`config.mk`:
```
export PLATFORM = sky130hd
export DESIGN_NAME = ssi_cell
export DESIGN_NICKNAME = d
export VERILOG_FILES = /design/src/rtl/ssi_pkg.sv /design/src/rtl/ssi_cell.sv
export SDC_FILE = /design/constraint.sdc
export NUM_CORES = 1
export LEC_CHECK = 0
export BUFFER_PORTS_ARGS = -buffer_cell sky130_fd_sc_hd__buf_2
export CORE_MARGIN = 1
export CORE_UTILIZATION = 50
export CTS_BUF_LIST = sky130_fd_sc_hd__clkbuf_4
export DETAILED_ROUTE_END_ITERATION = 8
export PLACE_DENSITY_LB_ADDON = 0.2
export SLEW_MARGIN = 20
export SYNTH_ARGS = -nofsm -noshare
export SYNTH_HDL_FRONTEND = slang
export SYNTH_SLANG_ARGS = --single-unit
export TNS_END_PERCENT = 20
```
`constraint.sdc`:
```
create_clock -name clk -period 5.9 [get_ports clk]
set_input_delay 1.18 -clock clk [delete_from_list [all_inputs] [get_ports clk]]
set_output_delay 1.18 -clock clk [all_outputs]
set_load 0.02 [all_outputs]
```
`src/rtl/ssi_pkg.sv`:
```
// shared types and constants of the sorted set insert core
package ssi_pkg;

    localparam int ELEM_W   = 31;
    localparam int POS_W    = 6;
    localparam int STATUS_W = 2;

    localparam logic [STATUS_W-1:0] STAT_LISTED = 2'd0;
    localparam logic [STATUS_W-1:0] STAT_DUP    = 2'd1;
    localparam logic [STATUS_W-1:0] STAT_FULL   = 2'd2;

    // per-cycle command broadcast to every cell
    typedef struct packed {
        logic cmp;   // compare stored value with the broadcast value
        logic ins;   // open the gap and insert the broadcast value
        logic rot;   // rotate the ring one place toward cell 0
    } cell_ctl_t;

endpackage

```
`src/rtl/ssi_cell.sv`:
```
// one storage cell of the sorted chain
module ssi_cell import ssi_pkg::*;
#(
    parameter int W = 31
)
(
    input  logic         clk,
    input  cell_ctl_t    ctl,
    input  logic         occupied,
    input  logic [W-1:0] v,
    input  logic         left_lt,
    input  logic [W-1:0] left_val,
    input  logic [W-1:0] right_val,
    output logic [W-1:0] val,
    output logic         lt,
    output logic         eq
);

    logic [W-1:0] val_reg;
    logic [W-1:0] val_next;
    logic         lt_reg;
    logic         lt_next;
    logic         eq_reg;
    logic         eq_next;

    always_comb
    begin
        val_next = val_reg;
        lt_next  = lt_reg;
        eq_next  = eq_reg;
        if (ctl.cmp)
        begin
            lt_next = occupied && (val_reg < v);
            eq_next = occupied && (val_reg == v);
        end
        if (ctl.ins)
        begin
            // smaller entries stay, the first larger one takes v, the rest move up
            if (lt_reg)
                val_next = val_reg;
            else if (left_lt)
                val_next = v;
            else
                val_next = left_val;
        end
        else if (ctl.rot)
        begin
            val_next = right_val;
        end
    end

    always_ff @(posedge clk)
    begin
        val_reg <= val_next;
        lt_reg  <= lt_next;
        eq_reg  <= eq_next;
    end

    assign val = val_reg;
    assign lt  = lt_reg;
    assign eq  = eq_reg;

endmodule

```
==> impl_metrics.yaml <==
outcome:
  status: "finished clean"
yosys:
  avgSynthCellArea_um2: 9.72
  ys_seq_area_share_pct: 40.4
  async_flop_share_pct: 0
  ys_warn_count: 0
  synthAdderAreaFrac_pct: 15.8
  ys_top_cells_by_count: "a21oi_1, nor2_1, edfxtp_1, inv_1, mux2i_1"
  synthCells: 252
  syn-cell-area_um2: 2450
  synth.area.top_cells: "edfxtp_1, ha_1, mux2i_1"
  synth-simple-area-share_pct: 11.5
  synth_top_cell_area_share_pct: 40.4
  syn_nets: 382
  yosysMostFrequentCell: "a21oi_1"
  synth_edf_count: 33
  dominantRegCellSynth: "edfxtp_1"
  synth-seq-cells: 33
  synth_mux_area_share_pct: 13.1
  synth-compound-area-share_pct: 12.2
  synth_xor_area_share_pct: 0
  synthDistinctLibCells: 27
  synth_top_family_by_area: "adder cells"
  yosysTopAreaCell: "edfxtp_1"
clock_network:
  ctsHoldBuffers: 0
  clk_latency_ns: 0.34
  cts-root-buf: "clkbuf_4"
  tritoncts: "built"
  cts.sinks: 33
  clk_pin_slew_ns: 0.10
  post_cts_buffers: 0
  clockBufferDepth: 2
  cts_buffers: 5
  cts.htree.levels: 2
  cts_resized: 0
global_routing:
  grt_max_degree: 64
  grt_pass1_vias: 2095
  grt_use_total_pct: 22.1
  grt_overflow: 0
  grt_first_pass_wirelength_mm: 8.78
  antenna_found_initial: 0
final_layout:
  diodes: 0
  fin_nets: 510
  areaGrowthSynthToFinish_pct: 32.1
  largest_reg_flops: 31
  finish.utilization_pct: 68.5
  drive_above_1_share_pct: 38.4
timing:
  setup_tns_ns: 0
  setup_viol: 0
  hold_violations: 0
  min_period_ns: 2.51
  fmaxAchievable_mhz: 399
  layout_setup_ws_ns: 3.39
  whs_ns: 0.781
  worstMarginPinSlew_ns: 0.928
  final.period_utilization_pct: 42.5
  fin_worst_skew_ns: 0.00828
  relSlewSlack_pct: 38.1
  rsz0062_at_grt: "false"
  final_max_slew_viol_count: 0
power:
  p_per_area_nw_per_um2: 193
  leakagePower_nw: 1.69
  ir_worst_vdd_mv: 0.119
route:
  routed_wl_mm: 5.51
  routed_via_density: 4.97
  wl_met2_mm: 2.74
  drt-initial-drc-count: 72
  drcViolationCount: 0
  route.met3.wl_um: 336
  vias: 2223
  ant_nets: 0
  first_pass_iters: 4
  met1_length_mm: 2.35
  wl_per_cell_um: 12.3
  dr.max_layer_used: "met4"
setup_path:
  endpoint_kind: "register"
  crit_arrival_ns: 2.56
  cp_num_cells: 3
  crit_type: "input port to register"
  path_cells: "buf_4, mux2i_4, buf_16"
  reg2reg_depth: 6
  r2r-end: "lt"
  crit_path_start_kind: "input port"
  critPathMaxStageDelay_ns: 0.64
  worstPathRequired_ns: 5.95
  cp-startpoint: "ctl[1]"
  r2r_start: "val[28]"
  r2r_slack_ns: 4.15
  path_max_fanout: 63
  cp_num_buf_inv: 2
  critPathSlowestCell: "mux2i_4"
  critPathTopFamily: "buffers and inverters"
  cp-endpoint: "val[21]"
die:
  die_w_um: 72.0
  die_y_um: 72.0
  die_area_um2: 5180
  design.core.area_um2: 4720
  start_util_pct: 51.9
  num_rows: 25
  pin_count: 132
placement:
  place_ws_ns: 2.68
  io_buffers: 131
  place_congestion: 0.763
  hpwlAfterDp_mm: 4.34
min_path:
  worstHoldStart: "val[30]"
  hold_path.class: "register to register"
run:
  maxCapViolations: 0
==> report_power, final <==
group | internal [mW] | switching, mW | leakage [nW]
logic | 0.0888 | 0.114 | 1.34
clock network | 0.0478 | 0.0762 | 0.0292
registers | 0.287 | 0.0112 | 0.321
total | 0.423 | 0.201 | 1.69
==> per-stage QoR <==
| stage | std cells | instance area (um^2) | power (mW) |
|---|---|---|---|
| after floorplan | 252 | 2450 | 0.426 |
| after global placement | 439 | 3160 | 0.497 |
| after detailed placement | 440 | 3180 | 0.507 |
| after CTS | 447 | 3230 | 0.631 |
| after global routing | 447 | 3240 | 0.664 |
| final | 447 | 3240 | 0.625 |
==> worst min path at each step <==
stage | end | slack [ns] | cells after the start
after detailed placement | lt | 0.78 | 3
final | lt | 0.78 | 3
after floorplan | lt | 0.91 | 3
after global routing | lt | 0.84 | 3
after CTS | lt | 0.79 | 3
after global placement | lt | 0.76 | 3
==> area by class of cell <==
cell class                 instances  area, um^2
tap                               67        83.8
inverter                          33         124
fill                             399        1490
timing repair buffer             132         686
clock buffer                       6        45.0
sequential                        33         991
clock inverter                     1        3.75
multi-input combinational        175        1300
==> layer usage <==
layer | vias up | track usage [%]
li1 | 1158 | -
met2 | 80 | 40.1
met4 | 0 | 7.63
met1 | 975 | 25.0
met5 | - | 0
met3 | 10 | 6.11
==> cells by family after synthesis <==
| family | count (synthesis) |
|---|---|
| buffers and inverters | 44 |
| AO/OA/AOI/OAI | 55 |
| adder cells (fa/ha/maj) | 31 |
| flip-flops | 33 |
| multiplexers | 32 |
| AND/OR/NAND/NOR | 57 |
==> placed cells by master, fill, tap and decap left out, types with 4 or more instances in the layout <==
master,synthesis,layout
clkbuf_4,0,6
a21oi_1,44,44
ha_1,31,31
edfxtp_1,33,33
buf_2,3,130
mux2i_1,32,31
o21ai_0,4,4
inv_1,33,33
nand2_1,9,9
nor2_1,34,34
==> worst reg2reg max path, cell delays in order (launching register included) <==
cell,delay (ns)
edfxtp_1,0.42
ha_1,0.33
nand4_2,0.15
nor4_4,0.30
a22oi_1,0.15
nand4b_1,0.12
nor3_1,0.05
Note: power is estimated with default switching activity, not from simulation.
